===== config.mk =====
export PLATFORM = sky130hd
export DESIGN_NAME = rsd_out_stage_flat
export DESIGN_NICKNAME = d
export VERILOG_FILES = /design/src/rtl/rsd_pkg.sv /design/src/rtl/rsd_ifs.sv /design/src/rtl/rsd_out_stage.sv /design/src/flat_wrapper.sv
export SDC_FILE = /design/constraint.sdc
export NUM_CORES = 1
export LEC_CHECK = 0
export ABC_CLOCK_PERIOD_IN_PS = 5000
export BUFFER_PORTS_ARGS = -buffer_cell sky130_fd_sc_hd__buf_4
export CAP_MARGIN = 20
export CORE_ASPECT_RATIO = 0.5
export CORE_MARGIN = 3
export CORE_UTILIZATION = 45
export CTS_BUF_LIST = sky130_fd_sc_hd__clkbuf_8 sky130_fd_sc_hd__clkbuf_16
export DETAILED_ROUTE_END_ITERATION = 6
export GPL_ROUTABILITY_DRIVEN = 1
export PLACE_DENSITY = 0.84
export SLEW_MARGIN = 10
export SYNTH_ARGS = -nofsm -noshare
export SYNTH_HDL_FRONTEND = slang
export SYNTH_SLANG_ARGS = --single-unit

===== constraint.sdc =====
create_clock -name clk -period 5 [get_ports clk]
set_clock_uncertainty 0.2 [all_clocks]
set_input_delay 0.75 -clock clk [delete_from_list [all_inputs] [get_ports clk]]
set_output_delay 0.75 -clock clk [all_outputs]
set_load 0.005 [all_outputs]

===== src/rtl/rsd_pkg.sv =====
// Shared types and constants for the rectangle signed distance block.
// No dependencies; every other file of the block imports this package.
package rsd_pkg;

  // Coordinate and result width (signed fixed point, raw integer arithmetic)
  localparam int COORD_BITS = 32;

  // Edge differences carry one extra bit so they never wrap
  localparam int DIFF_W = COORD_BITS + 1;
  // Magnitudes of gaps and inside distances
  localparam int MAG_W  = COORD_BITS;
  localparam int PROD_W = 2 * MAG_W;
  // Square root chain: radicand, partial root and remainder widths
  localparam int ROOT_W = COORD_BITS + 1;
  localparam int SQ_W   = 2 * ROOT_W;
  localparam int REM_W  = ROOT_W + 3;
  localparam int N_CELLS = ROOT_W;

  // Configuration port
  localparam int CFG_IDX_W  = 3;
  localparam int CFG_DATA_W = COORD_BITS;
  localparam logic [CFG_IDX_W-1:0] REG_LEFT   = 3'd0;
  localparam logic [CFG_IDX_W-1:0] REG_RIGHT  = 3'd1;
  localparam logic [CFG_IDX_W-1:0] REG_BOTTOM = 3'd2;
  localparam logic [CFG_IDX_W-1:0] REG_TOP    = 3'd3;
  localparam logic [CFG_IDX_W-1:0] REG_RULE   = 3'd4;

  // Result saturation limits
  localparam logic [COORD_BITS-1:0] DIST_MAX = {1'b0, {(COORD_BITS-1){1'b1}}};
  localparam logic [COORD_BITS-1:0] DIST_MIN = {1'b1, {(COORD_BITS-1){1'b0}}};
  localparam logic [ROOT_W-1:0] ROOT_LIMIT =
    {{(ROOT_W-COORD_BITS+1){1'b0}}, {(COORD_BITS-1){1'b1}}};

  // Region of a point
  typedef logic [1:0] kind_t;
  localparam kind_t KIND_ZERO = 2'd0;  // on the boundary
  localparam kind_t KIND_OUT  = 2'd1;  // outside: Euclidean distance
  localparam kind_t KIND_NEG  = 2'd2;  // inside or open top edge: negative

  typedef logic signed [COORD_BITS-1:0] coord_t;

  typedef struct packed {
    coord_t left;
    coord_t right;
    coord_t bottom;
    coord_t top;
    logic   rule;
  } rect_cfg_t;

  // One slot of the square root chain plus the item's side payload
  typedef struct packed {
    logic              valid;
    kind_t             kind;
    logic [MAG_W-1:0]  mag;
    logic [SQ_W-1:0]   sq;
    logic [REM_W-1:0]  rem;
    logic [ROOT_W-1:0] root;
  } cell_t;

endpackage


===== src/rtl/rsd_ifs.sv =====


interface rsd_res_if import rsd_pkg::*; ();
  logic   valid;
  logic   ready;
  coord_t distance;
  logic   saturated;

  modport source (output valid, distance, saturated, input ready);
  modport sink   (input valid, distance, saturated, output ready);
endinterface



===== src/rtl/rsd_out_stage.sv =====
// Output stage: forms the signed, saturated distance and holds it in a
// result register backed by a skid register. Depends on rsd_pkg, rsd_res_if.
module rsd_out_stage import rsd_pkg::*; (
  input  logic      clk,
  input  logic      rst_n,
  input  cell_t     last,
  rsd_res_if.source out_res,
  output logic      en
);

  logic   p_v_r, p_sat_r, sk_valid_r, sk_sat_r;
  coord_t p_dist_r, sk_dist_r;
  coord_t dist_nxt;
  logic   sat_nxt;
  logic   sk_valid_nxt;

  // The chain moves whenever the skid register is empty
  assign en = !sk_valid_r;

  // Form the result from the region and the root or inside magnitude
  always_comb begin
    dist_nxt = '0;
    sat_nxt  = 1'b0;
    case (last.kind)
      KIND_OUT: begin
        if (last.root > ROOT_LIMIT) begin
          dist_nxt = coord_t'(DIST_MAX);
          sat_nxt  = 1'b1;
        end else begin
          dist_nxt = coord_t'(last.root[COORD_BITS-1:0]);
        end
      end
      KIND_NEG: begin
        if (last.mag > MAG_W'(DIST_MIN)) begin
          dist_nxt = coord_t'(DIST_MIN);
          sat_nxt  = 1'b1;
        end else begin
          dist_nxt = coord_t'(~last.mag + 1'b1);
        end
      end
      default: begin
        dist_nxt = '0;
        sat_nxt  = 1'b0;
      end
    endcase
  end

  // Result register
  always_ff @(posedge clk) begin
    if (!rst_n) begin
      p_v_r <= 1'b0;
    end else if (en) begin
      p_v_r    <= last.valid;
      p_dist_r <= dist_nxt;
      p_sat_r  <= sat_nxt;
    end
  end

  // Catch a refused item in the skid register, drop it once taken
  assign sk_valid_nxt = sk_valid_r ? !out_res.ready : (p_v_r && !out_res.ready);

  always_ff @(posedge clk) begin
    if (!rst_n) begin
      sk_valid_r <= 1'b0;
    end else begin
      sk_valid_r <= sk_valid_nxt;
    end
  end

  always_ff @(posedge clk) begin
    if (!sk_valid_r) begin
      sk_dist_r <= p_dist_r;
      sk_sat_r  <= p_sat_r;
    end
  end

  // Oldest item first
  assign out_res.valid     = sk_valid_r || p_v_r;
  assign out_res.distance  = sk_valid_r ? sk_dist_r : p_dist_r;
  assign out_res.saturated = sk_valid_r ? sk_sat_r : p_sat_r;

endmodule


===== src/flat_wrapper.sv =====
// flat-port wrapper written by rule: the top's interface ports become plain ports
module rsd_out_stage_flat import rsd_pkg::*;
  (clk, rst_n, last, en, out_res_valid, out_res_distance, out_res_saturated, out_res_ready);
  rsd_res_if out_res_i ();
  input  logic clk;
  input  logic rst_n;
  input  cell_t last;
  output logic en;
  output wire logic [$bits(out_res_i.valid)-1:0] out_res_valid;
  output wire logic [$bits(out_res_i.distance)-1:0] out_res_distance;
  output wire logic [$bits(out_res_i.saturated)-1:0] out_res_saturated;
  input wire logic [$bits(out_res_i.ready)-1:0] out_res_ready;
  assign out_res_valid = out_res_i.valid;
  assign out_res_distance = out_res_i.distance;
  assign out_res_saturated = out_res_i.saturated;
  assign out_res_i.ready = out_res_ready;
  rsd_out_stage u_core (.clk(clk), .rst_n(rst_n), .last(last), .out_res(out_res_i), .en(en));
endmodule

Word level (Yosys, flattened, before mapping)
Cells that the tools add are included.
- flip-flop bits (word level): 68
- bits in latches: 0
- bits in writable memories: 0
- ROM bits: 0
- input port bits: 173
- output and inout port bits: 35
- memories kept: 0
- add/sub/neg operators: 1
- multiply operators: 0
- div/mod/pow operators: 0
- order comparisons: 2
- eq/ne operators: 2
- shifts and indexed selects: 0
- muxes and demuxes: 9
- bitwise logic cells: 2
- reductions and logical operators: 5
- operators by type and width (operator ; count):
    $mux 32 ; 3
    $pmux 32 s2 ; 1
    $gt 33x31->1 const B ; 1
    $add 32x1->32 const B ; 1
    $gt 32x32->1 const B ; 1
    $not 32->32 ; 1
    $mux 1 ; 4
    $eq 2x1->1 const B ; 1
    $eq 2x2->1 const B ; 1
    $logic_not 1->1 ; 2
    $pmux 1 s2 ; 1
    $reduce_and 2->1 ; 1
    $logic_and 1x1->1 ; 1
    $logic_or 1x1->1 ; 1
    $not 1->1 ; 1

Logic depth before layout (Yosys ltp)
- depth in word-level cells: 4
- mapped depth: 8

Worst setup path after synthesis
No wires, ideal clock.
- kind: flip-flop to flip-flop
- start: register u_core.sk_valid_r
- end: register u_core.p_dist_r[0] (enable)
- library setup time: 427 ps
- data arrival time: 2251 ps
- path slack: 2122 ps
- stages on the path, launching flop included: 4
- cells stage by stage: dfxtp_1 > clkbuf_1 > clkbuf_1 > nor2b_1
- cells in the longest elaborated chain, start to end: 2
- RTL lines (what ; line ; text):
    start: declaration ; rsd_out_stage.sv:11 ; logic p_v_r, p_sat_r, sk_valid_r, sk_sat_r;
    start signal: assignment ; rsd_out_stage.sv:66 ; sk_valid_r <= sk_valid_nxt;
    $not 1->1 (no line) ; - ;
    $reduce_and 2->1 (no line) ; - ;
    end signal: assignment ; rsd_out_stage.sv:54 ; p_dist_r <= dist_nxt;
    end: declaration ; rsd_out_stage.sv:12 ; coord_t p_dist_r, sk_dist_r;
No other way between the ends.
A chain may end at the register's enable or synchronous reset.

Worst setup path in the final report
- start: input port last[150] (netlist bit)
- end: register u_core.p_dist_r[8], data pin
- cells in the longest elaborated chain, start to end: 3
- RTL lines (what ; line ; text):
    start: declaration ; flat_wrapper.sv:7 ; input cell_t last;
    $gt 32x32->1 ; rsd_out_stage.sv:34 ; if (last.mag > MAG_W'(DIST_MIN)) begin
    $mux 32 ; rsd_out_stage.sv:34 ;
    $pmux 32 s2 ; rsd_out_stage.sv:24 ; case (last.kind)
    named net u_core.dist_nxt[8] ; rsd_out_stage.sv:13 ; coord_t dist_nxt;
The timed path passes the listed nets, and every way through them passes these cells.

==> reports/qor.csv <==
stage,metric,value,unit
outcome,status,finished clean,
clocking,cts_resized,0,
clocking,cts_setup_buffers,0,
synth,syn_inst,288,
timing,hold_viol,0,
timing,fmax,0.325,GHz
clocking,cts_root_buffer,clkbuf_16,
synth,avgSynthCellArea,11.1,um2
min_path,hold_path.class,flip-flop to flip-flop,
clocking,cts_max_level,3,
layout,final_common_cell,buf_4,
pwr,vdd_drop_max,0.000222,V
critical_path,cp.required,4.95,ns
clocking,clock-sinks,68,
critical_path,r2r_start,u_core.sk_valid_r$_SDFF_PN0_,
clocking,worst_skew_pair.late_latency,0.33,ns
detailed_routing,drt_first_pass_iters,4,
clocking,cts_buffers,9,
floorplan,initial_core_util,49.4,%
timing,rsz0062_at_grt,no,
clocking,clk_path_buf_depth,2,
place,portBuffers,105,
detailed_routing,post_drt_wl_per_cell,17.4,um
critical_path,worstSetupPathType,input port to flip-flop,
synth,yosysWarnings,0,
min_path,hp-start,u_core.sk_dist_r[16]$_DFF_P_,
critical_path,r2r_end,u_core.p_dist_r[29]$_DFFE_PP_,
pwr,p_leak,1.84,nW
detailed_routing,drc,0,
global_route,grt_antenna_before_repair,0,
timing,finalCritPeriodShare,61.5,%
layout,fin_cells,483,
layout,syn_to_final_growth,36.8,%
floorplan,die_y,65.5,um
global_route,grt_use_total,20.6,%
timing,setup-violations-final,0,
flow_run,max-cap-violations,0,
min_path,min_to,u_core.sk_dist_r[16]$_DFF_P_,
pwr,fin_total_pwr,1.45,mW
synth,ys_seq_area_share,53.0,%
synth,synth_seq_cells,68,
detailed_routing,drtIter0Drc,288,
clocking,cts_hold_buf,0,
place,gp_congestion,0.848,
detailed_routing,viasPerCell,5.48,
clocking,cts_tree,done,
synth,synth_cell_types,36,
critical_path,r2r_slack,2.92,ns
min_path,hold_depth,1,
floorplan,io_pins,208,
global_route,grt_pass1_wl,13.1,mm
timing,fin_tns_setup,0,ns
synth,synth_edf_count,33,
global_route,globalRouteOverflowTotal,0,
critical_path,start_kind,input port,
timing,slew_violations,0,
synth,async_reset_ff_share,0,%
pwr,power_density,332,nW/um2
floorplan,placementRows,20,
critical_path,crit_arrival,3.02,ns
place,placed_cells,466,
synth,yosysTopAreaCell,edfxtp_1,
critical_path,cp_max_fo,22,
timing,min_period,3.07,ns
floorplan,die_area,8200,um2
synth,synthesis.nets,464,
detailed_routing,route.vias.total,2648,
synth,ys.flop_type,dfxtp_1,
floorplan,core,6460,um2
detailed_routing,wirelength,8.40,mm
layout,nets,566,
critical_path,worstRegToRegCells,1,
floorplan,dieWidth,125,um
layout,layout_common_cells,"buf_4, nor2_1, dfxtp_1",
synth,synthTopCellsByArea,"edfxtp_1, dfxtp_1, mux2_2",
timing,tightest_slew,0.977,ns
critical_path,end_kind,flip-flop,
layout,layout-drive-gt1-share,41.8,%
synth,syn_area,3190,um2
clocking,clk_pin_slew_worst_paths,0.05,ns
synth,netlist.area_leader.share,31.1,%
detailed_routing,route.antenna.remaining_nets,0,
timing,slew_headroom,34.7,%
global_route,grt_pass1_vias,2697,
global_route,grt_max_degree,38,
critical_path,startpoint,last[150],
layout,diodes,0,
place,dp_hpwl,5.91,mm
==> layout make-up <==
cell class	instances	area, um2
well taps	88	110
multi-input cells	198	1420
fillers	487	2090
clock inverters	3	12.5
repair buffers	107	823
clock buffers	13	280
flip-flops and latches	68	1690
inverters	6	22.5
==> worst max-delay path: stages <==
cell and delay (ns):
buf_4 0.13, or4_4 0.55, nand4bb_1 0.41, o31ai_2 0.35, nand2b_1 0.33, buf_16 0.28
o22ai_1 0.21
==> where the power goes <==
part           total [mW]  internal, mW  switching, mW
logic               0.193         0.109         0.0837
registers           0.649         0.634         0.0149
clock network       0.609         0.385          0.224
total                1.45          1.13          0.322
==> how the worst max path moves through the flow <==
stage | end
floorplan | u_core.p_dist_r[0]$_DFFE_PP_
global placement | u_core.p_dist_r[0]$_DFFE_PP_
detailed placement | u_core.p_dist_r[8]$_DFFE_PP_
CTS | u_core.p_dist_r[8]$_DFFE_PP_
global route | u_core.p_dist_r[12]$_DFFE_PP_
finish | u_core.p_dist_r[8]$_DFFE_PP_
==> Yosys cell counts (3+ instances only) <==
master     n
or4_1      3
edfxtp_1  33
o21ai_0    3
buf_2      3
nor2_1    41
nor3_1     7
ha_1       3
mux2_2    33
dfxtp_1   35
o22ai_1   31
nand2b_1   5
nand3_1    4
clkbuf_1  13
xor2_1    16
nor4_1    10
xnor2_1    8
or2_2      3
inv_1      6
nand2_1    8
==> through the flow <==
stage	utilization, %	hold slack [ns]	setup WS, ns	cell area, um2
after global placement	62.6	0.257	1.39	4040
after detailed placement	62.6	0.263	1.31	4040
after CTS	67.1	0.276	1.65	4330
after floorplan	-	0.264	2.12	3190
final	67.6	0.273	1.93	4360
after global routing	67.6	0.290	1.83	4360
==> cells by family after synthesis <==
kind of cell               count (synthesis)  synth area share [%]
AOI/OAI and AO/OA                         39                  7.84
xor gates and xnor gates                  25                  7.10
adders and majority gates                  3                  1.18
buffers and inverters                     22                  2.71
DFF                                       68                  53.0
muxes                                     35                  12.3
and+or+nand+nor                           96                  15.9
==> registers in the layout (all words and copies together), names as in the netlist <==
signal,cells
u_core.sk_sat_r,1
u_core.p_dist_r,32
u_core.sk_dist_r,32
u_core.sk_valid_r,1
u_core.p_sat_r,1
u_core.p_v_r,1
==> routing by layer <==
metal | track usage (%) | vias up | routed length, um
met5 | 0 | - | 0
met4 | 8.92 | 0 | 248
met3 | 8.44 | 24 | 512
met2 | 34.5 | 88 | 4130
met1 | 23.6 | 1273 | 3510
li1 | - | 1263 | -
Power figures use the tool's default switching activity.
