===== config.mk =====
export PLATFORM = sky130hd
export DESIGN_NAME = rsd_cfg_regs_flat
export DESIGN_NICKNAME = d
export VERILOG_FILES = /design/src/rtl/rsd_pkg.sv /design/src/rtl/rsd_ifs.sv /design/src/rtl/rsd_cfg_regs.sv /design/src/flat_wrapper.sv
export SDC_FILE = /design/constraint.sdc
export NUM_CORES = 1
export LEC_CHECK = 0
export BUFFER_PORTS_ARGS = -buffer_cell sky130_fd_sc_hd__clkbuf_2
export CORE_MARGIN = 10
export CORE_UTILIZATION = 49
export CTS_CLUSTER_DIAMETER = 40
export DETAILED_ROUTE_END_ITERATION = 10
export PLACE_DENSITY = 0.89
export SETUP_SLACK_MARGIN = 0.15
export SYNTH_ARGS = -nofsm -noshare
export SYNTH_HDL_FRONTEND = slang
export SYNTH_SLANG_ARGS = --single-unit

===== constraint.sdc =====
create_clock -name clk -period 1.09 [get_ports clk]
set_input_delay 0.0545 -clock clk [delete_from_list [all_inputs] [get_ports clk]]
set_output_delay 0.0545 -clock clk [all_outputs]
set_load 0.01 [all_outputs]

===== src/rtl/rsd_pkg.sv =====
// Shared types and constants for the rectangle signed distance block.
// No dependencies; every other file of the block imports this package.
package rsd_pkg;

  // Coordinate and result width (signed fixed point, raw integer arithmetic)
  localparam int COORD_BITS = 32;

  // Edge differences carry one extra bit so they never wrap
  localparam int DIFF_W = COORD_BITS + 1;
  // Magnitudes of gaps and inside distances
  localparam int MAG_W  = COORD_BITS;
  localparam int PROD_W = 2 * MAG_W;
  // Square root chain: radicand, partial root and remainder widths
  localparam int ROOT_W = COORD_BITS + 1;
  localparam int SQ_W   = 2 * ROOT_W;
  localparam int REM_W  = ROOT_W + 3;
  localparam int N_CELLS = ROOT_W;

  // Configuration port
  localparam int CFG_IDX_W  = 3;
  localparam int CFG_DATA_W = COORD_BITS;
  localparam logic [CFG_IDX_W-1:0] REG_LEFT   = 3'd0;
  localparam logic [CFG_IDX_W-1:0] REG_RIGHT  = 3'd1;
  localparam logic [CFG_IDX_W-1:0] REG_BOTTOM = 3'd2;
  localparam logic [CFG_IDX_W-1:0] REG_TOP    = 3'd3;
  localparam logic [CFG_IDX_W-1:0] REG_RULE   = 3'd4;

  // Result saturation limits
  localparam logic [COORD_BITS-1:0] DIST_MAX = {1'b0, {(COORD_BITS-1){1'b1}}};
  localparam logic [COORD_BITS-1:0] DIST_MIN = {1'b1, {(COORD_BITS-1){1'b0}}};
  localparam logic [ROOT_W-1:0] ROOT_LIMIT =
    {{(ROOT_W-COORD_BITS+1){1'b0}}, {(COORD_BITS-1){1'b1}}};

  // Region of a point
  typedef logic [1:0] kind_t;
  localparam kind_t KIND_ZERO = 2'd0;  // on the boundary
  localparam kind_t KIND_OUT  = 2'd1;  // outside: Euclidean distance
  localparam kind_t KIND_NEG  = 2'd2;  // inside or open top edge: negative

  typedef logic signed [COORD_BITS-1:0] coord_t;

  typedef struct packed {
    coord_t left;
    coord_t right;
    coord_t bottom;
    coord_t top;
    logic   rule;
  } rect_cfg_t;

  // One slot of the square root chain plus the item's side payload
  typedef struct packed {
    logic              valid;
    kind_t             kind;
    logic [MAG_W-1:0]  mag;
    logic [SQ_W-1:0]   sq;
    logic [REM_W-1:0]  rem;
    logic [ROOT_W-1:0] root;
  } cell_t;

endpackage


===== src/rtl/rsd_ifs.sv =====


interface rsd_cfg_if import rsd_pkg::*; ();
  logic                  valid;
  logic                  ready;
  logic [CFG_IDX_W-1:0]  index;
  logic [CFG_DATA_W-1:0] data;

  modport source (output valid, index, data, input ready);
  modport sink   (input valid, index, data, output ready);
endinterface


===== src/rtl/rsd_cfg_regs.sv =====
// Configuration registers of the rectangle (edges and top edge rule).
// Depends on rsd_pkg and the rsd_cfg_if interface.
module rsd_cfg_regs import rsd_pkg::*; (
  input  logic             clk,
  input  logic             rst_n,
  rsd_cfg_if.sink          cfg_wr,
  output rect_cfg_t        rect
);

  rect_cfg_t rect_r;

  // Always take writes
  assign cfg_wr.ready = 1'b1;

  // Write the addressed register; drop indexes beyond the list
  always_ff @(posedge clk) begin
    if (!rst_n) begin
      rect_r.left   <= '0;
      rect_r.right  <= '0;
      rect_r.bottom <= '0;
      rect_r.top    <= '0;
      rect_r.rule   <= 1'b1;
    end else if (cfg_wr.valid) begin
      case (cfg_wr.index)
        REG_LEFT:   rect_r.left   <= coord_t'(cfg_wr.data);
        REG_RIGHT:  rect_r.right  <= coord_t'(cfg_wr.data);
        REG_BOTTOM: rect_r.bottom <= coord_t'(cfg_wr.data);
        REG_TOP:    rect_r.top    <= coord_t'(cfg_wr.data);
        REG_RULE:   rect_r.rule   <= cfg_wr.data[0];
        default: begin
        end
      endcase
    end
  end

  assign rect = rect_r;

endmodule


===== src/flat_wrapper.sv =====
// flat-port wrapper written by rule: the top's interface ports become plain ports
module rsd_cfg_regs_flat import rsd_pkg::*;
  (clk, rst_n, rect, cfg_wr_valid, cfg_wr_index, cfg_wr_data, cfg_wr_ready);
  rsd_cfg_if cfg_wr_i ();
  input  logic clk;
  input  logic rst_n;
  output rect_cfg_t rect;
  input wire logic [$bits(cfg_wr_i.valid)-1:0] cfg_wr_valid;
  input wire logic [$bits(cfg_wr_i.index)-1:0] cfg_wr_index;
  input wire logic [$bits(cfg_wr_i.data)-1:0] cfg_wr_data;
  output wire logic [$bits(cfg_wr_i.ready)-1:0] cfg_wr_ready;
  assign cfg_wr_i.valid = cfg_wr_valid;
  assign cfg_wr_i.index = cfg_wr_index;
  assign cfg_wr_i.data = cfg_wr_data;
  assign cfg_wr_ready = cfg_wr_i.ready;
  rsd_cfg_regs u_core (.clk(clk), .rst_n(rst_n), .cfg_wr(cfg_wr_i), .rect(rect));
endmodule

* Word-level counts from Yosys, hierarchy flattened
Index checks and enable logic that the tools add are counted.
** Storage, ports and cells
- RAM bits :: 0
- Memories :: 0
- Word-level logic and storage cells :: 15
- Memory bits (read-only) :: 0
- Register bits :: 129
- Bits in latches :: 0
** Cells by class
- Reductions and logical operators :: 6
- Magnitude comparators :: 0
- Multiplexer cells :: 0
- Eq/ne operators :: 4
- Shift-type cells :: 0
- Div/mod/pow operators :: 0
- Multiply operators :: 0
- Add/sub/neg operators :: 0
- Bitwise logic cells :: 0
** Operator list (number)
- $reduce_and A2 Y1 :: 5
- $eq A3 B2 Y1 const B :: 2
- $eq A3 B1 Y1 const B :: 1
- $eq A3 B3 Y1 const B :: 1
- $logic_not A3 Y1 :: 1

* Logic depth before layout (Yosys ltp)
Gate-level depths: netlist (run 1).
- Depth in word-level cells :: 2
- Mapped depth :: 5

* Worst setup path after synthesis (run 1)
OpenSTA, ideal clock, no wires.
- Kind :: input port to flip-flop
- Start :: input cfg_wr_index[2]
- End :: register u_core.rect_r, in the netlist u_core.rect[100]
- Path buffers :: 1
- Library setup time :: 72 ps
- Stages :: 3
- Setup slack :: 147 ps
- Arrival time :: 871 ps
- Cell sequence :: nor4b_4 buf_6 mux2i_1
** On the way
- Word-level cells in the longest chain between the ends :: 2
** Ends and longest elaborated chain
- from (decl) :: line flat_wrapper.sv:9 : input wire logic [$bits(cfg_wr_i.index)-1:0] cfg_wr_index;
- $logic_not A3 Y1 :: line rsd_cfg_regs.sv:24 : case (cfg_wr.index)
- $reduce_and A2 Y1 (no source line)
- to (decl) :: line rsd_cfg_regs.sv:10 : rect_cfg_t rect_r;
No other way between the ends.
A chain may end at the register's enable or synchronous reset.

* Worst setup path after layout (run 1)
- Start :: register u_core.rect_r, in the netlist u_core.rect[6]
- End :: output rect[6] (netlist bit)
** RTL lines
- to (decl) :: line flat_wrapper.sv:7 : output rect_cfg_t rect;
No word-level cell between the ends.

==> metrics.txt, run 1 <==
area of the mapped netlist roughly 0.0048 mm2; largest net degree at the start of global routing approximately 60; synth unique cells 13; Top delay family on crit path flip-flops; placed cell area about 0.0058 mm2; RSZ-0062 raised after global routing true; Max Cap Viol 0; Hold WC Path Type in2reg; 1st-iter DRT viols 286; Detailed Routing Iterations Pass 1 6; worst setup margin around 46 ps; hold path start cfg_wr_valid; Layout Cells excl Fill between 800 and 900; die width between 100 and 150 um; r2r worst-path depth 4; yosys warns 0; Port Buffers roughly 170; WHS around 60 ps; reg-to-reg slack, setup about 240 ps; DIE AREA around 0.014 mm2; status finished, final reports clean; Post-Layout Inst Area approximately 0.0081 mm2; Hold EP u_core.rect[0]; Cells after DPL roughly 730; min cycle time layout about 1000 ps; Final Hold Violating Endpoints 0; syn nets between 400 and 500; clock skew 0 ps; critical-path cell list buf_8; Reg clk slew, reported paths 70 ps; CTS Buffer Depth 2; Setup WS pre-CTS -85.1 ps; routed vias/inst 5.21; row count 35; vias between 4000 and 5000; Avg Synthesized Cell Area between 10 and 15 um2; CTS tree yes; drt total wl 18700 um; maximum VDD drop 1.08 mV; CP max stage cell dfxtp_2; Starting Density 0.508; CTS Sinks approximately 130; Worst Path Buf+Inv 1; area delta synth->final 70.6%; post-route antenna net violation count 0; Final Slew Violations 0; FMAX between 0.9 and 1 GHz; Top Ports between 150 and 200; dpl hpwl around 9700 um; layout cells sized above 1 0.548; CP endpoint kind output pin; Largest register FFs 129; gr ovfl total 0; DRC 0; TritonCTS Buffers 17; CP Data Required Time roughly 1000 ps; worst hold path depth 3; worst reg2reg endpoint u_core.rect[9]; CP arrival approximately 990 ps; reg2reg start u_core.rect[9]; total power roughly 11 mW; crit path max fanout 2; Final nets 742; height of the chip ~120 um; initial antenna violation count 1; DR WL/cell ~22 um; Mapped Cells approximately 460; CP Class reg2out; number of global-route vias before repair around 4500; leak pwr 4.04 nW; insertion delay to the later sink of the worst-skew pair ~500 ps; endpoints failing setup 0; Synth Register Bits about 130; first-pass GRT wire length 24600 um; gr usage total 0.216; sequential area share after synthesis 0.542; Power Density roughly 1400 mW/mm2; Root Driver clkbuf_8; max incr delay on CP ~370 ps; Core ar. around 0.0094 mm2; CTS H-tree depth 4; GP Congestion a little under 0.8; fin crit share 0.958; CP Launch Type register
## routing by layer
metal  track usage  wire length, um
met5             0                0
met4        0.0847              753
met3        0.0681             1140
met2         0.399            10200
met1         0.221             6620
## area by class of cell
class                      instances  area [um2]
timing repair buffer             259        2630
multi-input combinational        297        2010
antenna                            1        2.50
clock inverter                    13         126
sequential                       129        2740
tap                              129         161
fill                             414        1250
clock buffer                      19         442
## worst max path at each step
stage                         start          endpoint  slack [ps]  depth (start not counted)
CTS                 u_core.rect[97]          rect[97]          30                          1
finish               u_core.rect[6]           rect[6]          50                          1
global route         u_core.rect[6]           rect[6]          20                          1
floorplan           cfg_wr_index[2]  u_core.rect[100]         150                          3
detailed placement  cfg_wr_index[2]  u_core.rect[100]         -90                          4
global placement    cfg_wr_index[2]  u_core.rect[125]          20                          4
## kinds of logic (layout without fill, tap and decap cells)
kind of cell | after synthesis | count (layout) | share of synthesized area
AND/OR/NAND/NOR | 167 | 167 | 0.144
multiplexers | 129 | 129 | 0.271
flip-flops | 129 | 129 | 0.542
buffers and inverters | 33 | 291 | 0.0415
other | 1 | 2 | 0.000787
## metrics by stage
stage / TNS [ps] / util
3_5_place_dp: -992 / 0.619
5_1_grt: 0 / 0.867
6_report: 0 / 0.867
3_3_place_gp: 0 / 0.619
4_1_cts: 0 / 0.775
2_1_floorplan: 0 / -
## Yosys cell counts
cell type    n  area [um2]
and4bb_2     1        12.5
buf_2       11        55.1
buf_4       10        75.1
buf_6        3        33.8
clkbuf_1     9        33.8
conb_1       1        3.75
dfxtp_1    129        2580
mux2i_1    129        1290
nand2_1    160         601
nand4b_2     1        15.0
nand4bb_1    2        22.5
nor2b_1      2        12.5
nor4b_4      1        23.8
## layout by cell type (no fill, tap or decap), drive strengths merged
cell           n
nor4b          1
clkinv         4
conb           1
buf          191
diode          1
bufinv         1
and4bb         1
dlygate4sd3   32
nand4b         1
inv            4
nand4bb        2
clkinvlp       4
nand2        160
nor2b          2
clkbuf        55
dfxtp        129
mux2i        129
## power by group
| group | switching [mW] | total, mW | leakage, nW | internal, mW |
|---|---|---|---|---|
| sequential | 0.0912 | 4.93 | 1.11 | 4.84 |
| clock | 2.27 | 5.46 | 0.268 | 3.18 |
| combinational | 0.493 | 1.03 | 2.67 | 0.539 |
## timing repair
item | 4_1_cts | 5_1_grt
buffers inserted | 23 | 25
hold endpoints to repair | 129 | 0
setup endpoints to repair | 129 | 129
resized for setup | 156 | 242
hold buffers | 32 | 0
pin swaps | 0 | 0
Power figures use the tool's default switching activity.
==> run 2, diff against run 1 <==
--- a/config.mk
+++ b/config.mk
@@ -7,10 +7,10 @@
 export LEC_CHECK = 0
 export BUFFER_PORTS_ARGS = -buffer_cell sky130_fd_sc_hd__clkbuf_2
 export CORE_MARGIN = 10
-export CORE_UTILIZATION = 49
+export CORE_UTILIZATION = 53
 export CTS_CLUSTER_DIAMETER = 40
 export DETAILED_ROUTE_END_ITERATION = 10
-export PLACE_DENSITY = 0.89
+export PLACE_DENSITY = 0.94
 export SETUP_SLACK_MARGIN = 0.15
 export SYNTH_ARGS = -nofsm -noshare
 export SYNTH_HDL_FRONTEND = slang
==> constraint.sdc (replaced) <==
create_clock -name clk -period 1.3 [get_ports clk]
set_input_delay 0.065 -clock clk [delete_from_list [all_inputs] [get_ports clk]]
set_output_delay 0.065 -clock clk [all_outputs]
set_load 0.01 [all_outputs]
==> run 2 against run 1 <==
Final area is 18% lower. Register-to-register slack better by 380 ps. Largest power group unchanged. Hold slack better by 28 ps. Critical endpoint is now rect[103]. Total power is 18% lower. Setup slack better by 150 ps. Critical path depth stayed put. First-iteration DRC count is 48% lower. Global-route usage is 0.86 points lower. Die area is 6.3% lower. Routed wire length is 25% lower.
==> metrics.txt, run 2 (synthesis gave the netlist of run 1 again) <==
status finished, final reports clean; Max Cap Viol 0 (unchanged); FMAX ~0.9 GHz; post-route antenna net violation count 0 (unchanged); largest net degree at the start of global routing 58 (-4.9%); initial antenna violation count 1 (unchanged); max incr delay on CP 370 ps (about the same); setup TNS 0 ps (unchanged); gr ovfl total 0 (unchanged); height of the chip 115 um (-3.2%); fin crit share 0.851; vias 3960 (-10%); worst setup margin 194 ps (+147 ps); Hold WC Path Type in2reg; maximum VDD drop 0.775 mV (-28%); drt total wl 14000 um (-25%); DIE AREA 0.0132 mm2 (-6.3%); crit path max fanout 2 (unchanged); Detailed Routing Iterations Pass 1 4 (-2); Top Ports 168 (unchanged); row count 34 (-2.9%); CTS tree yes; 1st-iter DRT viols 150 (-48%); Core ar. 0.00872 mm2 (-6.9%); Starting Density 0.546 (+0.0379); area delta synth->final 39.5%; Worst Path Buf+Inv 1 (unchanged); CP arrival 1040 ps (+50 ps); placed cell area 0.00570 mm2 (-1.8%); gr usage total 0.207 (-0.00863); DR WL/cell 18.1 um (-18%); total power 9.40 mW (-18%); number of global-route vias before repair 4347 (-3.4%); Final Slew Violations 0 (unchanged); Setup WS pre-CTS 128 ps (+213 ps); Root Driver clkbuf_8; commonest cells after routing, fill and taps aside clkbuf_2, nand2_1, mux2i_1, dfxtp_1, dlygate4sd3_1; commonest non-fill, non-tap cell in the layout clkbuf_2; layout cells sized above 1 0.317 (-0.231); min cycle time layout roughly 1100 ps; GP Congestion 0.771 (-1.6%); TritonCTS Buffers 17 (unchanged); Power Density 1410 mW/mm2 (+0.58%); CTS H-tree depth 4 (unchanged); DRC 0 (unchanged); Largest register FFs 129 (unchanged); clock skew 0 ps (unchanged); CTS Sinks 129 (unchanged); dpl hpwl 9230 um (-4.9%); CP Class reg2out; critical-path cell list clkbuf_2; endpoints failing setup 0 (unchanged); routed vias/inst 5.11 (-1.9%); RSZ-0062 raised after global routing true; die width 115 um (-3.2%); Top delay family on crit path flip-flops; Reg clk slew, reported paths 60 ps (about the same); CP endpoint kind output pin; CP Launch Type register; Port Buffers 166 (unchanged); CP max stage cell dfxtp_1; Final nets 692 (-6.7%); CTS Buffer Depth 2 (unchanged); post-CTS setup repair buffer count 0 (-100%); insertion delay to the later sink of the worst-skew pair 490 ps (about the same); CP Data Required Time 1240 ps (+200 ps); first-pass GRT wire length 22100 um (-10%); Final Hold Violating Endpoints 0 (unchanged); leak pwr 3.48 nW (-14%); Post-Layout Inst Area 0.00665 mm2 (-18%)
[run 2: changes by cell type in the layout (fill, tap and decap cells not counted), sizes merged]
cell         delta
dlygate4sd3     +1
buf           -181
clkbuf        +129
inv             -4
bufinv          +2
clkinv          +2
[run 2: final timing paths]
path / depth (start not counted) / end / start / slack (ps)
setup / recovery: 1 / rect[103] / u_core.rect[103] / 190
setup reg to reg: 2 / u_core.rect[72] / u_core.rect[72] / 620
hold / removal: 3 / u_core.rect[0] / cfg_wr_index[2] / 90
hold reg to reg: 2 / u_core.rect[115] / u_core.rect[115] / 460
[run 2: cell type report]
cell class / instances / area [um2]
Clock buffer: 18 / 418
Clock inverter: 13 / 165
Sequential cell: 129 / 2580
Tap cell: 108 / 135
Multi-Input combinational cell: 297 / 2000
Timing Repair Buffer: 209 / 1340
Antenna cell: 1 / 2.50
Fill cell: 541 / 2080
[run 2: repair_timing]
action / in CTS / in global routing
endpoints found under the setup margin: 0 / 4
hold buffers: 33 / 0
gates resized for setup: 0 / 1
endpoints found under the hold margin: 129 / 0
[run 2: metrics by stage]
step | cells | hold slack [ps] | util
2_1_floorplan | 459 | 231 | -
3_3_place_gp | 709 | 374 | 0.653
3_5_place_dp | 709 | 386 | 0.653
4_1_cts | 773 | 57.4 | 0.758
5_1_grt | 775 | 96.6 | 0.762
6_report | 775 | 89.6 | 0.762
[run 2: layer usage]
layer  up-vias  part of all wire  global-route usage
met5         -                 0                   0
met2       143              0.52               0.373
met4         0             0.025              0.0932
met3        31             0.081              0.0786
met1      1877              0.37               0.208
li1       1909                 -                   -
[run 2: power breakdown]
| group | total [mW] | switching [mW] | internal (mW) |
|---|---|---|---|
| combinational | 0.672 | 0.369 | 0.303 |
| clock | 4.63 | 1.72 | 2.91 |
| sequential | 4.09 | 0.0494 | 4.04 |
| total | 9.40 | 2.14 | 7.26 |
==> run 3, diff against run 2 <==
--- a/config.mk
+++ b/config.mk
@@ -6,8 +6,10 @@
 export NUM_CORES = 1
 export LEC_CHECK = 0
 export BUFFER_PORTS_ARGS = -buffer_cell sky130_fd_sc_hd__clkbuf_2
+export CELL_PAD_IN_SITES_DETAIL_PLACEMENT = 1
+export CELL_PAD_IN_SITES_GLOBAL_PLACEMENT = 2
 export CORE_MARGIN = 10
-export CORE_UTILIZATION = 53
+export CORE_UTILIZATION = 32
 export CTS_CLUSTER_DIAMETER = 40
 export DETAILED_ROUTE_END_ITERATION = 10
 export PLACE_DENSITY = 0.94
==> run 3 against run 2 <==
Fmax grew 0.18%. Register-to-register slack gained 30 ps. Count of clock-buffer cells in the layout is the same. Sequential power is essentially flat. Clock power grew 4%. Routed wire length grew 7.5%.
==> metrics.txt, run 3 (synthesis gave the netlist of run 1 again) <==
CTS Buffer Depth 2 (unchanged); largest net degree at the start of global routing 63 (+8.6%); Max Cap Viol 0 (unchanged); dpl hpwl 10800 um (+17%); Critical Path Sink u_core.rect[83]; drt total wl 15100 um (+7.5%); maximum VDD drop 0.759 mV (-2.1%); Final nets 685 (-1.0%); hold path start cfg_wr_data[31]; number of global-route vias before repair 4465 (+2.7%); reg2reg start u_core.rect[57]; crit path max fanout 62 (+60); Final Slew Violations 0 (unchanged); die width 142 um (+24%); status finished, final reports clean; GP Congestion 0.755 (-2.1%); Top Ports 168 (unchanged); routed vias/inst 4.67 (-8.5%); worst reg2reg endpoint u_core.rect[57]; vias 3940 (-0.51%); post-CTS setup repair buffer count 0 (unchanged); area delta synth->final 40.9%; Setup WS pre-CTS 23.5 ps (-104 ps); clock skew 0 ps (unchanged); CP Launch Type input pin; RSZ-0062 raised after global routing true; first-pass GRT wire length 24100 um (+9.0%); area of the multi-input gates 0.00202 mm2 (+1.0%); CTS tree yes; Detailed Routing Iterations Pass 1 4 (unchanged); reg-to-reg slack, setup 650 ps (+30 ps); Root Driver clkbuf_16; DIE AREA 0.0202 mm2 (+53%); switching share of power 0.227 (-0.000844); Final Hold Violating Endpoints 0 (unchanged); met1 wire length 5660 um (+8.9%); gr usage total 0.150 (-0.0576); insertion delay to the later sink of the worst-skew pair 400 ps (-90 ps); routed wl met2 7930 um (+8.2%); Resized cells post-CTS 0 (unchanged); post-route antenna net violation count 0 (unchanged); WL met3 1030 um (-9.2%); highest metal used met4; Sequential Area 0.00258 mm2 (unchanged); CTS H-tree depth 4 (unchanged); commonest non-fill, non-tap cell in the layout clkbuf_2; CP Launch Point rst_n; Core ar. 0.0145 mm2 (+67%); endpoints failing setup 0 (unchanged); row count 44 (+29%); leak pwr 3.47 nW (-0.17%); Internal Power 7.39 mW (+1.8%); clock share of power 0.502 (+0.009); Largest register FFs 129 (unchanged); gr ovfl total 0 (unchanged); Port Buffers 166 (unchanged); CTS Sinks 129 (unchanged); Power Density 1420 mW/mm2 (+0.69%); WHS 28.1 ps (-61.5 ps); FMAX 0.905 GHz (+0.18%); register share of total power 0.428 (-0.008); initial antenna violation count 0 (-1); TritonCTS Buffers 17 (unchanged); Starting Density 0.328 (-0.218); Reg clk slew, reported paths 60 ps (about the same); setup TNS 0 ps (unchanged); CP Class in2reg; P_sw 2.17 mW (+1.3%); CP arrival 1440 ps (+400 ps); commonest cells after routing, fill and taps aside clkbuf_2, nand2_1, mux2i_1, dfxtp_1, dlygate4sd3_1; min cycle time layout 1100 ps (-1.99 ps); antenna cells 0 (-1); DRC 0 (unchanged); layout cells sized above 1 0.319 (+0.00185); worst setup margin 196 ps (+1.99 ps); Hold WC Path Type in2reg; DR WL/cell 17.9 um (-1.1%); r2r worst-path depth 2 (unchanged); height of the chip 142 um (+24%); Comb power frac 0.069 (-0.002); total power 9.55 mW (+1.7%); fill count 1653 (+210%); CP Data Required Time 1630 ps (+390 ps); CP endpoint kind register; fin crit share 0.850 (-0.00153); 1st-iter DRT viols 134 (-11%)
run 3: per-stage QoR:
stage / std cells / util / cell area [um2]
floorplan: 459 / - / 4760
global placement: 784 / 0.401 / 5830
detailed placement: 784 / 0.401 / 5830
CTS: 843 / 0.462 / 6710
global route: 843 / 0.462 / 6710
finish: 843 / 0.462 / 6710
run 3: worst min path at each step:
stage | endpoint | slack (ps) | cells after the start
after floorplan | u_core.rect[0] | 230 | 2
after global placement | u_core.rect[0] | 360 | 3
after detailed placement | u_core.rect[0] | 380 | 3
after CTS | u_core.rect[64] | 1 | 3
after global routing | u_core.rect[115] | 30 | 3
final | u_core.rect[64] | 30 | 3
run 3: layout make-up:
cell class / instances / area share
multi-input cells: 297 / 0.301
clock buffers: 18 / 0.0654
flip-flops and latches: 129 / 0.385
well taps: 184 / 0.0343
clock inverters: 13 / 0.0242
repair buffers: 202 / 0.190
run 3: critical path, stage by stage:
cell and delay (ps):
dlygate4sd3_1 550, buf_4 170, buf_12 260, nand2_1 200, mux2i_1 170
run 3: timing repair:
action / CTS / global route
endpoints found under the hold margin: 83 / 0
hold buffers: 28 / 0
endpoints found under the setup margin: 0 / 7
run 3: power by group through the flow:
stage,clock network [mW],registers [mW],logic (mW)
finish,4.80,4.09,0.661
global route,5.11,4.10,0.720
CTS,4.93,4.09,0.671
detailed placement,0,4.18,0.601
global placement,0,4.17,0.575
floorplan,0,4.21,0.285
run 3: layer usage:
layer  track usage  vias up
li1              -     1889
met5             0        -
met3        0.0574       32
met1         0.148     1909
met4        0.0721        0
met2         0.268      110
