==> config.mk <==
export PLATFORM = sky130hd
export DESIGN_NAME = rsd_sqrt_cell
export DESIGN_NICKNAME = d
export VERILOG_FILES = /design/src/rtl/rsd_pkg.sv /design/src/rtl/rsd_sqrt_cell.sv
export SDC_FILE = /design/constraint.sdc
export NUM_CORES = 1
export LEC_CHECK = 0
export ABC_AREA = 1
export BUFFER_PORTS_ARGS = -buffer_cell sky130_fd_sc_hd__buf_2
export CAP_MARGIN = 20
export CORE_ASPECT_RATIO = 1.75
export CORE_MARGIN = 2
export CORE_UTILIZATION = 49
export CTS_CLUSTER_DIAMETER = 150
export DETAILED_ROUTE_END_ITERATION = 10
export HOLD_SLACK_MARGIN = 0.06
export PLACE_DENSITY = 0.81
export REMOVE_ABC_BUFFERS = 1
export SLEW_MARGIN = 20
export SYNTH_ARGS = -nofsm -noshare
export SYNTH_HDL_FRONTEND = slang
export SYNTH_SLANG_ARGS = --single-unit
==> constraint.sdc <==
create_clock -name clk -period 5.53 [get_ports clk]
set_input_delay 0.553 -clock clk [delete_from_list [all_inputs] [get_ports clk]]
set_output_delay 0.553 -clock clk [all_outputs]
set_load 0.005 [all_outputs]
==> src/rtl/rsd_pkg.sv <==
// Shared types and constants for the rectangle signed distance block.
// No dependencies; every other file of the block imports this package.
package rsd_pkg;

  // Coordinate and result width (signed fixed point, raw integer arithmetic)
  localparam int COORD_BITS = 32;

  // Edge differences carry one extra bit so they never wrap
  localparam int DIFF_W = COORD_BITS + 1;
  // Magnitudes of gaps and inside distances
  localparam int MAG_W  = COORD_BITS;
  localparam int PROD_W = 2 * MAG_W;
  // Square root chain: radicand, partial root and remainder widths
  localparam int ROOT_W = COORD_BITS + 1;
  localparam int SQ_W   = 2 * ROOT_W;
  localparam int REM_W  = ROOT_W + 3;
  localparam int N_CELLS = ROOT_W;

  // Configuration port
  localparam int CFG_IDX_W  = 3;
  localparam int CFG_DATA_W = COORD_BITS;
  localparam logic [CFG_IDX_W-1:0] REG_LEFT   = 3'd0;
  localparam logic [CFG_IDX_W-1:0] REG_RIGHT  = 3'd1;
  localparam logic [CFG_IDX_W-1:0] REG_BOTTOM = 3'd2;
  localparam logic [CFG_IDX_W-1:0] REG_TOP    = 3'd3;
  localparam logic [CFG_IDX_W-1:0] REG_RULE   = 3'd4;

  // Result saturation limits
  localparam logic [COORD_BITS-1:0] DIST_MAX = {1'b0, {(COORD_BITS-1){1'b1}}};
  localparam logic [COORD_BITS-1:0] DIST_MIN = {1'b1, {(COORD_BITS-1){1'b0}}};
  localparam logic [ROOT_W-1:0] ROOT_LIMIT =
    {{(ROOT_W-COORD_BITS+1){1'b0}}, {(COORD_BITS-1){1'b1}}};

  // Region of a point
  typedef logic [1:0] kind_t;
  localparam kind_t KIND_ZERO = 2'd0;  // on the boundary
  localparam kind_t KIND_OUT  = 2'd1;  // outside: Euclidean distance
  localparam kind_t KIND_NEG  = 2'd2;  // inside or open top edge: negative

  typedef logic signed [COORD_BITS-1:0] coord_t;

  typedef struct packed {
    coord_t left;
    coord_t right;
    coord_t bottom;
    coord_t top;
    logic   rule;
  } rect_cfg_t;

  // One slot of the square root chain plus the item's side payload
  typedef struct packed {
    logic              valid;
    kind_t             kind;
    logic [MAG_W-1:0]  mag;
    logic [SQ_W-1:0]   sq;
    logic [REM_W-1:0]  rem;
    logic [ROOT_W-1:0] root;
  } cell_t;

endpackage

==> src/rtl/rsd_sqrt_cell.sv <==
// One square root chain cell, settles one root bit per item. Uses rsd_pkg.
// Takes two radicand bits from its neighbor each cycle that en is high.
module rsd_sqrt_cell import rsd_pkg::*; (
  input  logic  clk,
  input  logic  rst_n,
  input  logic  en,
  input  cell_t prev,
  output cell_t cur
);

  cell_t             cur_r, cur_nxt;
  logic [REM_W-1:0]  rem_sh, trial;
  logic [REM_W:0]    diff;
  logic              fits;

  // Bring down two radicand bits, try the next root bit
  always_comb begin
    rem_sh  = {prev.rem[REM_W-3:0], prev.sq[SQ_W-1 -: 2]};
    trial   = REM_W'({prev.root, 2'b01});
    diff    = {1'b0, rem_sh} - {1'b0, trial};
    fits    = !diff[REM_W];
    cur_nxt       = prev;
    cur_nxt.sq    = {prev.sq[SQ_W-3:0], 2'b00};
    cur_nxt.rem   = fits ? diff[REM_W-1:0] : rem_sh;
    cur_nxt.root  = {prev.root[ROOT_W-2:0], fits};
  end

  // Advance with the chain; hold on stall
  always_ff @(posedge clk) begin
    if (!rst_n) begin
      cur_r.valid <= 1'b0;
    end else if (en) begin
      cur_r <= cur_nxt;
    end
  end

  assign cur = cur_r;

endmodule

; ---- Yosys cells after proc, flatten, opt, wreduce, memory -nomap -nowiden
; Index checks and enable logic that the tools add are counted.
[classes]
n_addsub = 1
mux = 1
reduce_logical = 2
[op_table]
columns = operator, count
row1 = 36-bit by 35-bit subtractor with 37-bit output, 1
row2 = 36-bit 2-to-1 mux, 1
row3 = 2-bit AND reduction, 1
row4 = 1-bit zero test, 1
[totals]
reg_bits = 168

; ---- Depth between registers and ports, before layout
; Gate-level depths: netlist (run 1).
[depth]
depth_word = 2
ltp_mapped = 15
mapped_depth_nobuf = 15

; ---- Worst setup path before layout (run 1)
; OpenSTA, ideal clock, no wires.
[synth_timing]
path_kind = in2reg
startpoint = input port rst_n
endpoint = register cur_r, in the netlist cur[0] (enable)
setup_time_ns = 0.519
path_stages = 2
slack_ns = 1.212
path_buffers = 0
required_time_ns = 5.011
t_arrival_ns = 3.799
cell_sequence = nand2_1 > inv_1
[synth_between]
elab_chain_len = 1
[synth_lines]
columns = item, line
row1 = "start, declared", rsd_sqrt_cell.sv:5  ; input logic rst_n,
row2 = 2-bit AND reduction (no source line), -
row3 = "end signal, assigned", rsd_sqrt_cell.sv:33  ; cur_r <= cur_nxt;
row4 = "end, declared", rsd_sqrt_cell.sv:11  ; cell_t cur_r, cur_nxt;
; Every way passes these cells.
; A chain may end at the register's enable or synchronous reset.

==> metrics.md, run 1 <==
| Metric | Value |
|---|---|
| Slew Viols, Final | 0 |
| H-Tree Level Count | 4 |
| Pwr Density | 296 mW/mm^2 |
| Sequential cell area fraction in the yosys report | 0.604 |
| Req. time, crit path | around 5700 ps |
| Core ar. | around 0.017 sq mm |
| Commonest cells in the netlist | 235 x nand2_1, 167 x edfxtp_1, 141 x inv_1, 73 x nor2_1, 40 x nand3_1 |
| Fmax | around 320 MHz |
| Die area | roughly 0.018 sq mm |
| Port bufs | ~340 |
| GP Congestion | ~0.96 |
| Number of cells produced by synthesis | roughly 840 |
| Most common cell in the netlist | nand2_1 |
| TNS Setup | 0 ps |
| I/O pin count | around 340 |
| Leak | ~0.0052 uW |
| Detailed-route wire length | 25.0 mm |
| Final setup viols | 0 |
| Status | complete, no violations |
| Syn-to-layout area delta | 29.4% |
| Drt via density | 4.88 |
| Async SR Flop Fraction | 0 |
| Wire per inst | about 18 um |
| Max incr delay on CP | between 600 and 700 ps |
| Vias | roughly 7000 |
| Vias in the first global route | approximately 6700 |
| Mapped cell area | roughly 0.0083 sq mm |
| Routed Antenna Nets | 0 |
| Max FFs per register | 168 |
| Clock Tree Root | clkbuf_16 |
| Post-synthesis area per instance | about 10 sq um |
| Congestion Overflow GR | 0 |
| CTS sink count | between 150 and 200 |
| Max Cap Violations | 0 |
| Fin crit period | around 3100 ps |
| Crit start category | primary input |
| Actual slew at the worst max-slew pin | between 1000 and 1500 ps |
| Critical Path Sink Type | register |
| First-pass GRT wire length | about 35 mm |
| Register share of total power | 0.483 |
| Worst vdd ir | a little over 0.0002 V |
| Clock skew | 0 ps |
| FP Rows | 63 |
| RSZ-0062 raised after global routing | false |
| Final Hold Fails | 0 |
| Share of cells above drive strength 1 | 0.331 |
| Num CTS Buffers | 17 |
| Final Util | 0.642 |
| Cells along the critical path | buf_2, inv_1, ha_1, nand2_1, inv_1, nand2_1, nand2_1, inv_1, nand2_1, inv_1, nand2_1, nand2_2, nand3_4, nand3_1, nand2_1 |
| CP max FO | between 50 and 60 |
| TritonCTS clock tree | built |
| Largest net degree at the start of global routing | between 100 and 150 |
| Internal Power | roughly 2300 uW |
| DP Wirelength | about 20 mm |
| Clock latency on the worst-skew pair | 420 ps |
| Critical-path top delay cell | nand3_4 |
| Post-route cell area | 0.0108 sq mm |
| Cell mode on critical path | nand2_1 |
| Logic pwr share | 0.181 |
| Flops & latches, synth | 168 |
| Yosys top cell by area | edfxtp_1 |
| Vertical die dimension | roughly 180 um |
| Synth warn | 0 |
| CP Class | in -> reg |
| DP Area | just over 0.01 sq mm |
| WP buf/inv | 5 |
| Clock power share | 0.336 |
| Sw Ratio | 0.272 |
| Max_slew headroom | 0.331 |
| Worst min path class | in -> reg |
| Tcrit/Tclk final | 0.559 |
| Main synth FF type | edfxtp_1 |
| Detailed Routing Iterations Pass 1 | 7 |
| Post-CTS setup buffer count | 0 |
| Largest delay share family, worst path | simple AND/OR/NAND/NOR gates |
| Total track usage | 0.267 |
| Crit path DAT | around 3300 ps |
| Cell variety after synth | 29 |
| Post-synth EDFFs | around 170 |
| Max clock buf depth | 2 |
| Initial Util | 0.496 |
| DR DRC count | 0 |
| Reg clk slew, reported paths | roughly 70 ps |
| Area contributors post-synth | edfxtp_1 60%, nand2_1 11%, inv_1 6.4% |
| Fin nets | approximately 1400 |
| Initial antenna violation count | 2 |
| Drt first-iter violations | 347 |
| Post-synth top area share | 0.602 |
| P_sw | between 800 and 900 uW |
| Die Wd | between 100 and 150 um |
| PostCTS Resize Cnt | 0 |
| Post-CTS Hold Buffers | 0 |
[final cells by class]
cell class | instances | area [sq um]
Antenna cell | 3 | 7.51
Clock buffer | 18 | 429
Clock inverter | 13 | 97.6
Fill cell | 1405 | 6010
Inverter | 142 | 538
Multi-Input combinational cell | 517 | 2690
Sequential cell | 168 | 5030
Tap cell | 227 | 284
Timing Repair Buffer | 339 | 1700
[logic make-up after synthesis]
kind of cell    after synthesis  share of synthesized area
simple gates                393                      0.202
flops                       168                      0.604
buf+inv                     152                     0.0734
compound gates               69                     0.0493
fa+ha+maj                    34                     0.0511
xor+xnor                     19                     0.0200
other cells                   1                   0.000450
[layout by cell type, fill, tap and decap left out, drive strengths merged, types with 18 or more instances in the layout]
cell type,Yosys,routed
ha,34,34
nand3,41,41
clkbuf,3,18
nand2,239,239
nor2,78,78
nand4,19,19
edfxtp,167,167
buf,7,339
inv,142,146
a21oi,48,48
[power groups by stage]
stage | registers [uW] | clock network, uW | logic [uW]
floorplan | 1590 | 0 | 298
global placement | 1560 | 0 | 567
detailed placement | 1570 | 0 | 575
CTS | 1540 | 1090 | 578
global route | 1550 | 1130 | 638
finish | 1540 | 1070 | 577
[path summary, 6_finish.rpt]
path / from / to / slack, ps / cells after the start
max: prev[16] / cur[53]$_DFFE_PP_ / 2440 / 15
min: prev[113] / cur[115]$_DFFE_PP_ / 300 / 1
max reg2reg: cur[169]$_SDFFE_PN0P_ / cur[169]$_SDFFE_PN0P_ / 4890 / 2
min reg2reg: cur[169]$_SDFFE_PN0P_ / cur[169]$_SDFFE_PN0P_ / 560 / 2
[stage by stage]
step,power (uW),worst slack [ps],cells,hold slack [ps]
2_1_floorplan,1890,1210,827,525
6_report,3190,2440,1427,300
3_3_place_gp,2130,2030,1393,520
3_5_place_dp,2140,1990,1393,545
4_1_cts,3210,2440,1424,288
5_1_grt,3310,2180,1426,289
[worst reg2reg max path: stages, from the launching register on]
cell and delay, ps:
dfxtp_1 310, o21ai_0 170, a21oi_1 60
[metal layers]
layer	vias up	global-route usage	part of all wire
li1	3463	-	-
met1	3190	0.249	0.33
met2	276	0.533	0.58
met3	37	0.0495	0.061
met4	0	0.116	0.032
met5	-	0	0
Power figures use the tool's default switching activity.
==> run 2, diff against run 1 <==
CORE_UTILIZATION = 44   (was 49)
PLACE_DENSITY = 0.77   (was 0.81)
clock period = 2.7 ns   (was 5.53 ns; I/O delays follow)
==> run 2 against run 1 <==
Against the previous run: clock power is 130% higher; setup slack worse by 2200 ps; final area is 14% higher.
==> metrics.md, run 2 (same netlist as run 1, synthesis figures left out) <==
| Metric | Value |
|---|---|
| Pwr Density | 570 mW/mm^2 (+93%) |
| Detailed Routing Iterations Pass 1 | 5 (-2) |
| Largest net degree at the start of global routing | 55 (-53%) |
| Crit start category | primary input |
| Final setup viols | 0 (unchanged) |
| Initial antenna violation count | 4 (+2) |
| WP buf/inv | 3 (-2) |
| Vertical die dimension | 186 um (+5.4%) |
| Routed Antenna Nets | 0 (unchanged) |
| TNS Setup | 0 ps (unchanged) |
| DP Worst Slack | 347 ps (-1650 ps) |
| RR Startpoint | cur[169]$_SDFFE_PN0P_ |
| Tcrit/Tclk final | 0.923 |
| Max incr delay on CP | 540 ps (-130 ps) |
| GP Congestion | 0.938 (-2.1%) |
| Vias in the first global route | 7899 (+19%) |
| Max Cap Violations | 0 (unchanged) |
| Wire per inst | 18.1 um (+3.3%) |
| CP Class | in -> reg |
| Drt via density | 4.88 (about the same) |
| Area of the multi-input gates | 0.00269 sq mm (unchanged) |
| DR DRC count | 0 (unchanged) |
| Critical Path Sink Type | register |
| Worst vdd ir | 0.000432 V (+110%) |
| Die area | 0.0201 sq mm (+11%) |
| Crit path DAT | 2670 ps (-580 ps) |
| DP Wirelength | 20.6 mm (+2.2%) |
| FP Rows | 66 (+4.8%) |
| M1 GR Usage | 0.264 (+0.0145) |
| Drt first-iter violations | 483 (+39%) |
| Met3 GRT Util | 0.0644 (+0.0149) |
| Largest delay share family, worst path | simple AND/OR/NAND/NOR gates |
| Reg clk slew, reported paths | 70 ps (about the same) |
| Final std cells w/o fill | 1579 (+11%) |
| Post-CTS setup buffer count | 0 (unchanged) |
| Most frequent cells in the layout | 338 x buf_2, 235 x nand2_1, 167 x edfxtp_1 |
| Slew Viols, Final | 0 (unchanged) |
| DP Area | 0.0104 sq mm (+1.2%) |
| Fin nets | 1531 (+10%) |
| Clock latency on the worst-skew pair | 420 ps (about the same) |
| Max clock buf depth | 2 (unchanged) |
| Placed Instances | 1414 (+1.5%) |
| Status | complete, no violations |
| RSZ-0062 raised after global routing | false |
| Leak | 0.00584 uW (+12%) |
| Setup ws final | 208 ps (-2230 ps) |
| Req. time, crit path | 2880 ps (-2810 ps) |
| H-Tree Level Count | 4 (unchanged) |
| Max FFs per register | 168 (unchanged) |
| Share of cells above drive strength 1 | 0.306 (-0.0249) |
| Port bufs | 338 (unchanged) |
| Critical hold path startpoint | prev[169] |
| CTS sink count | 168 (unchanged) |
| PostCTS Resize Cnt | 0 (unchanged) |
| Clock skew | 0 ps (unchanged) |
| Clock Tree Root | clkbuf_16 |
| First-pass GRT wire length | 41.4 mm (+18%) |
| I/O pin count | 343 (unchanged) |
| Fmax | around 400 MHz |
| Die Wd | 108 um (+5.3%) |
| Vias | 7710 (+11%) |
| Worst min path class | in -> reg |
| Total track usage | 0.280 (+0.0134) |
| Post-route cell area | 0.0123 sq mm (+14%) |
| Final Hold Fails | 0 (unchanged) |
| Cells along the critical path | dlygate4sd3_1, buf_2, inv_1, ha_1, nand3_1, nand3_1, nand2_1, nand2_1, nand2_1, nand2_1, nand2_1, nand2_1, nand2_1, nand3_1, nand2_1 |
| Detailed-route wire length | 28.6 mm (+14%) |
| Core ar. | 0.0186 sq mm (+11%) |
| Initial Util | 0.448 (-0.0478) |
| Total power | 6990 uW (+120%) |
| Syn-to-layout area delta | 47.1% |
| Cell mode on critical path | nand2_1 |
| GRT busiest layer | met2 |
| Fin crit period | about 2500 ps |
| CP max FO | 6 (-89%) |
| Congestion Overflow GR | 0 (unchanged) |
| Most common cell after layout, fill and taps aside | buf_2 |
| Critical Path Source | prev[0] |
| Critical-path top delay cell | dlygate4sd3_1 |
| FF/Latch Area | 0.00503 sq mm (unchanged) |
| Num CTS Buffers | 17 (unchanged) |
| TritonCTS clock tree | built |
| Filler cells | 1465 (+4.3%) |
| Met2 Usage GRT | 0.539 (+0.00564) |
run 2: cell types whose count changed in the layout (fill, tap and decap cells not counted), sizes merged:
cell,before,now
buf,339,349
bufinv,0,1
clkbuf,18,17
clkinv,4,3
clkinvlp,5,2
diode,3,4
dlygate4sd3,0,129
inv,146,151
run 2: area by class of cell:
type | count | area share
Antenna cell | 4 | 0.000817
Clock buffer | 17 | 0.0347
Clock inverter | 15 | 0.0129
Inverter | 142 | 0.0439
Multi-Input combinational cell | 517 | 0.219
Sequential cell | 168 | 0.411
Tap cell | 238 | 0.0243
Timing Repair Buffer | 478 | 0.253
run 2: final timing paths:
| check | endpoint | slack, ps | depth (start not counted) |
|---|---|---|---|
| setup / recovery | cur[65]$_DFFE_PP_ | 210 | 15 |
| hold / removal | cur[169]$_SDFFE_PN0P_ | 80 | 3 |
| setup reg to reg | cur[169]$_SDFFE_PN0P_ | 2030 | 2 |
| hold reg to reg | cur[169]$_SDFFE_PN0P_ | 590 | 2 |
run 2: metal layers:
layer,vias to the layer above,wire (um)
li1,3734,-
met1,3556,9380
met2,333,15800
met3,85,1810
met4,2,1520
met5,-,16
run 2: worst min-delay path: cells and delay by family:
kind | cells | cell delay (ps)
buffers and inverters | 2 | 140
AO/OA/AOI/OAI | 1 | 50
run 2: power by group:
part	switching [uW]	internal [uW]	total [uW]	leakage [uW]
Combinational	769	610	1380	0.00398
Sequential	59.7	3110	3170	0.00158
Clock	1130	1310	2440	0.000284
Total	1960	5030	6990	0.00584
run 2: through the flow:
stage | util | hold slack, ps
floorplan | - | 363
global placement | 0.558 | 447
detailed placement | 0.558 | 448
CTS | 0.658 | 61.3
global route | 0.659 | 63.5
finish | 0.660 | 83.2
run 2: repair_timing:
action,4_1_cts,5_1_grt
hold endpoints to repair,127,2
hold buffers,127,2
endpoints found under the setup margin,0,0
==> run 3, diff against run 2 <==
ABC_AREA = not set   (was 1)
CORE_UTILIZATION = 43   (was 44)
==> run 3 against run 2 <==
Against the previous run: via count is 14% lower; final area is 1.0% lower; power is 0.35% lower; utilization is 3.9 points higher; die area is 6.8% lower; clock skew stayed put; highest routed layer is now met4.
==> metrics.md, run 3 <==
| Metric | Value |
|---|---|
| Status | complete, no violations |
| CTS sink count | 168 (unchanged) |
| Die Wd | 104 um (-3.4%) |
| Worst min path class | in -> reg |
| Max FFs per register | 168 (unchanged) |
| Area of the multi-input gates | 0.00246 sq mm (-8.6%) |
| Async SR Flop Fraction | 0 (unchanged) |
| TNS Setup | 0 ps (unchanged) |
| Yosys top cell by area | edfxtp_1 |
| Cell mode on critical path | a21o_1 |
| Most common cell in the netlist | edfxtp_1 |
| Num CTS Buffers | 17 (unchanged) |
| Final Hold Fails | 0 (unchanged) |
| Pwr Density | 574 mW/mm^2 (+0.67%) |
| R2R depth | 2 (unchanged) |
| Post-synthesis area per instance | 13.5 sq um (+36%) |
| WP buf/inv | 5 (+2) |
| Sequential cell area fraction in the yosys report | 0.665 (+0.0604) |
| Final setup viols | 0 (unchanged) |
| Slew Viols, Final | 0 (unchanged) |
| Vias | 6614 (-14%) |
| Final std cells w/o fill | 1348 (-15%) |
| Placed Instances | 1172 (-17%) |
| Synth Area in Compound Gates | 0.118 (+0.0688) |
| Detailed-route wire length | 23.4 mm (-18%) |
| Drt via density | 4.91 (+0.49%) |
| FF/Latch Area | 0.00503 sq mm (unchanged) |
| Max Cap Violations | 0 (unchanged) |
| Flops & latches, synth | 168 (unchanged) |
| Crit path depth | 13 (-2) |
| Fin nets | 1309 (-15%) |
| Total track usage | 0.241 (-0.0389) |
| Share of cells above drive strength 1 | 0.435 (+0.129) |
| Vias in the first global route | 6840 (-13%) |
| Post-route cell area | 0.0121 sq mm (-1.0%) |
| Main combinational cell family by area after synthesis | compound AO/OA/AOI/OAI gates |
| Cell variety after synth | 62 (+110%) |
| Worst vdd ir | 0.000369 V (-15%) |
| Drt first-iter violations | 220 (-54%) |
| Mapped cell area | 0.00757 sq mm (-9.1%) |
| Post-synthesis simple-gate area fraction | 0.0814 (-0.120) |
| Critical-path top delay cell | dlygate4sd3_1 |
| Synth Area in Adders | 0.0562 (+0.00510) |
| RSZ-0062 raised after global routing | true |
| FP Rows | 64 (-3.0%) |
| Initial Util | 0.436 (-0.0125) |
| Fmax | 375 MHz (-6.6%) |
| P_sw | 1810 uW (-7.4%) |
| Post-synthesis xor/xnor area fraction | 0.0347 (+0.0147) |
| DR DRC count | 0 (unchanged) |
| Tcrit/Tclk final | 0.988 (+0.0647) |
| Post-synth EDFFs | 167 (unchanged) |
| Clock skew | 0 ps (unchanged) |
| GP Congestion | 0.877 (-6.5%) |
| I/O pin count | 343 (unchanged) |
| DP Wirelength | 15.7 mm (-24%) |
| Area contributors post-synth | edfxtp_1 66%, ha_1 5.6%, a21oi_1 3.7% |
| Reg clk slew, reported paths | 70 ps (about the same) |
| Register share of total power | 0.454 (about the same) |
| DP Area | 0.00995 sq mm (-4.1%) |
| Syn-to-layout area delta | 60.2% |
| Internal Power | 5150 uW (+2.4%) |
| Main synth FF type | edfxtp_1 |
| Crit path DAT | 2840 ps (+170 ps) |
| Post-synthesis mux area share | 0.0112 (+0.0112) |
| First-pass GRT wire length | 34.9 mm (-16%) |
| Clock latency on the worst-skew pair | 430 ps (about the same) |
| Synth warn | 0 (unchanged) |
| Number of cells produced by synthesis | 560 (-33%) |
| Detailed Routing Iterations Pass 1 | 4 (-1) |
| TritonCTS clock tree | built |
| Logic pwr share | 0.199 (+0.002) |
| CP Class | in -> reg |
| Crit start category | primary input |
| Leak | 0.00532 uW (-9.0%) |
| Filler cells | 1201 (-18%) |
| H-Tree Level Count | 4 (unchanged) |
| Core ar. | 0.0174 sq mm (-6.5%) |
| Max incr delay on CP | 540 ps (about the same) |
| Clock Tree Root | clkbuf_16 |
| CP max FO | 5 (-1) |
| Most frequent cells in the layout | 338 x buf_2, 167 x edfxtp_1, 129 x dlygate4sd3_1 |
| Cells along the critical path | dlygate4sd3_1, buf_2, inv_1, ha_1, a21o_1, a21oi_2, o21bai_1, a21o_1, a2111oi_4, nand2_4, buf_12, buf_4, mux2_4 |
| Fin crit period | 2670 ps (+175 ps) |
| Wire per inst | 17.4 um (-3.9%) |
| Actual slew at the worst max-slew pin | between 500 and 600 ps |
| Sw Ratio | 0.260 (-0.0198) |
| Largest delay share family, worst path | buffers and inverters |
| Clock power share | 0.347 (-0.002) |
| Post-synth top area share | 0.662 (+0.0601) |
| Req. time, crit path | 2870 ps (about the same) |
| Commonest cells in the netlist | 167 x edfxtp_1, 56 x a21oi_1, 45 x nor2_1, 42 x inv_1, 34 x ha_1 |
| Max_slew headroom | 0.608 |
| Largest net degree at the start of global routing | 57 (+3.6%) |
| Congestion Overflow GR | 0 (unchanged) |
| Routed Antenna Nets | 0 (unchanged) |
| Max clock buf depth | 2 (unchanged) |
| Port bufs | 338 (unchanged) |
| Most common cell after layout, fill and taps aside | buf_2 |
| Die area | 0.0187 sq mm (-6.8%) |
| Vertical die dimension | 180 um (-3.5%) |
| Critical Path Sink Type | register |
| Hold depth | 2 (-1) |
| Initial antenna violation count | 2 (-2) |
run 3: changes by cell type after synthesis, moves of 12 or more:
cell,previous run,this run
nand4_1,18,4
nand2_1,235,28
a21oi_1,34,56
a21oi_2,14,2
nor2_1,73,45
inv_1,141,42
nand3_1,40,9
a21o_1,2,15
run 3: worst reg2reg max path, delay by kind of cell, from the launching register on:
kind / cells / cell delay, ps
DFF: 1 / 320
muxes: 1 / 150
and+or+nand+nor: 1 / 60
run 3: kinds of logic after synthesis:
family,count (synthesis)
DFF,168
AOI/OAI and AO/OA,136
and+or+nand+nor,127
buffers and inverters,57
adders and majority gates,34
xor gates and xnor gates,30
muxes,7
other,1
run 3: layer usage:
metal | vias up | part of all wire | global-route usage
met1 | 3123 | 0.36 | 0.242
met5 | - | 0 | 0
met3 | 57 | 0.053 | 0.0584
met2 | 266 | 0.56 | 0.458
li1 | 3168 | - | -
met4 | 0 | 0.032 | 0.115
run 3: final timing paths:
path,from,endpoint,slack (ps)
worst min register to register,cur[169]$_SDFFE_PN0P_,cur[169]$_SDFFE_PN0P_,560
worst max-delay path,prev[26],cur[55]$_DFFE_PP_,30
worst max register to register,cur[169]$_SDFFE_PN0P_,cur[169]$_SDFFE_PN0P_,2070
worst min-delay path,rst_n,cur[169]$_SDFFE_PN0P_,80
run 3: per-stage QoR:
step	setup WS, ps	power [uW]	util	hold slack [ps]
finish	33.4	6960	0.698	77.6
global route	-50.1	7250	0.698	87.2
CTS	0.953	6900	0.680	61.1
detailed placement	-149	4350	0.572	448
global placement	-129	4330	0.572	447
floorplan	-1920	3790	-	369
run 3: cell type report:
class	count	share of cell area
Sequential cell	168	0.415
Timing Repair Buffer	537	0.297
Multi-Input combinational cell	336	0.203
Clock buffer	17	0.0351
Tap cell	231	0.0238
Inverter	42	0.0130
Clock inverter	15	0.0129
Antenna cell	2	0.000413
run 3: power groups by stage:
stage	registers (uW)	clock network (uW)	logic (uW)
finish	3160	2420	1380
global route	3180	2560	1510
CTS	3150	2450	1300
detailed placement	3210	0	1140
global placement	3200	0	1120
floorplan	3260	0	530
run 3: repair_timing:
item                                    4_1_cts  5_1_grt
endpoints found under the setup margin        0       28
endpoints found under the hold margin       129        0
setup buffers                                 0       11
resized for setup                             0       33
hold buffers                                129        0
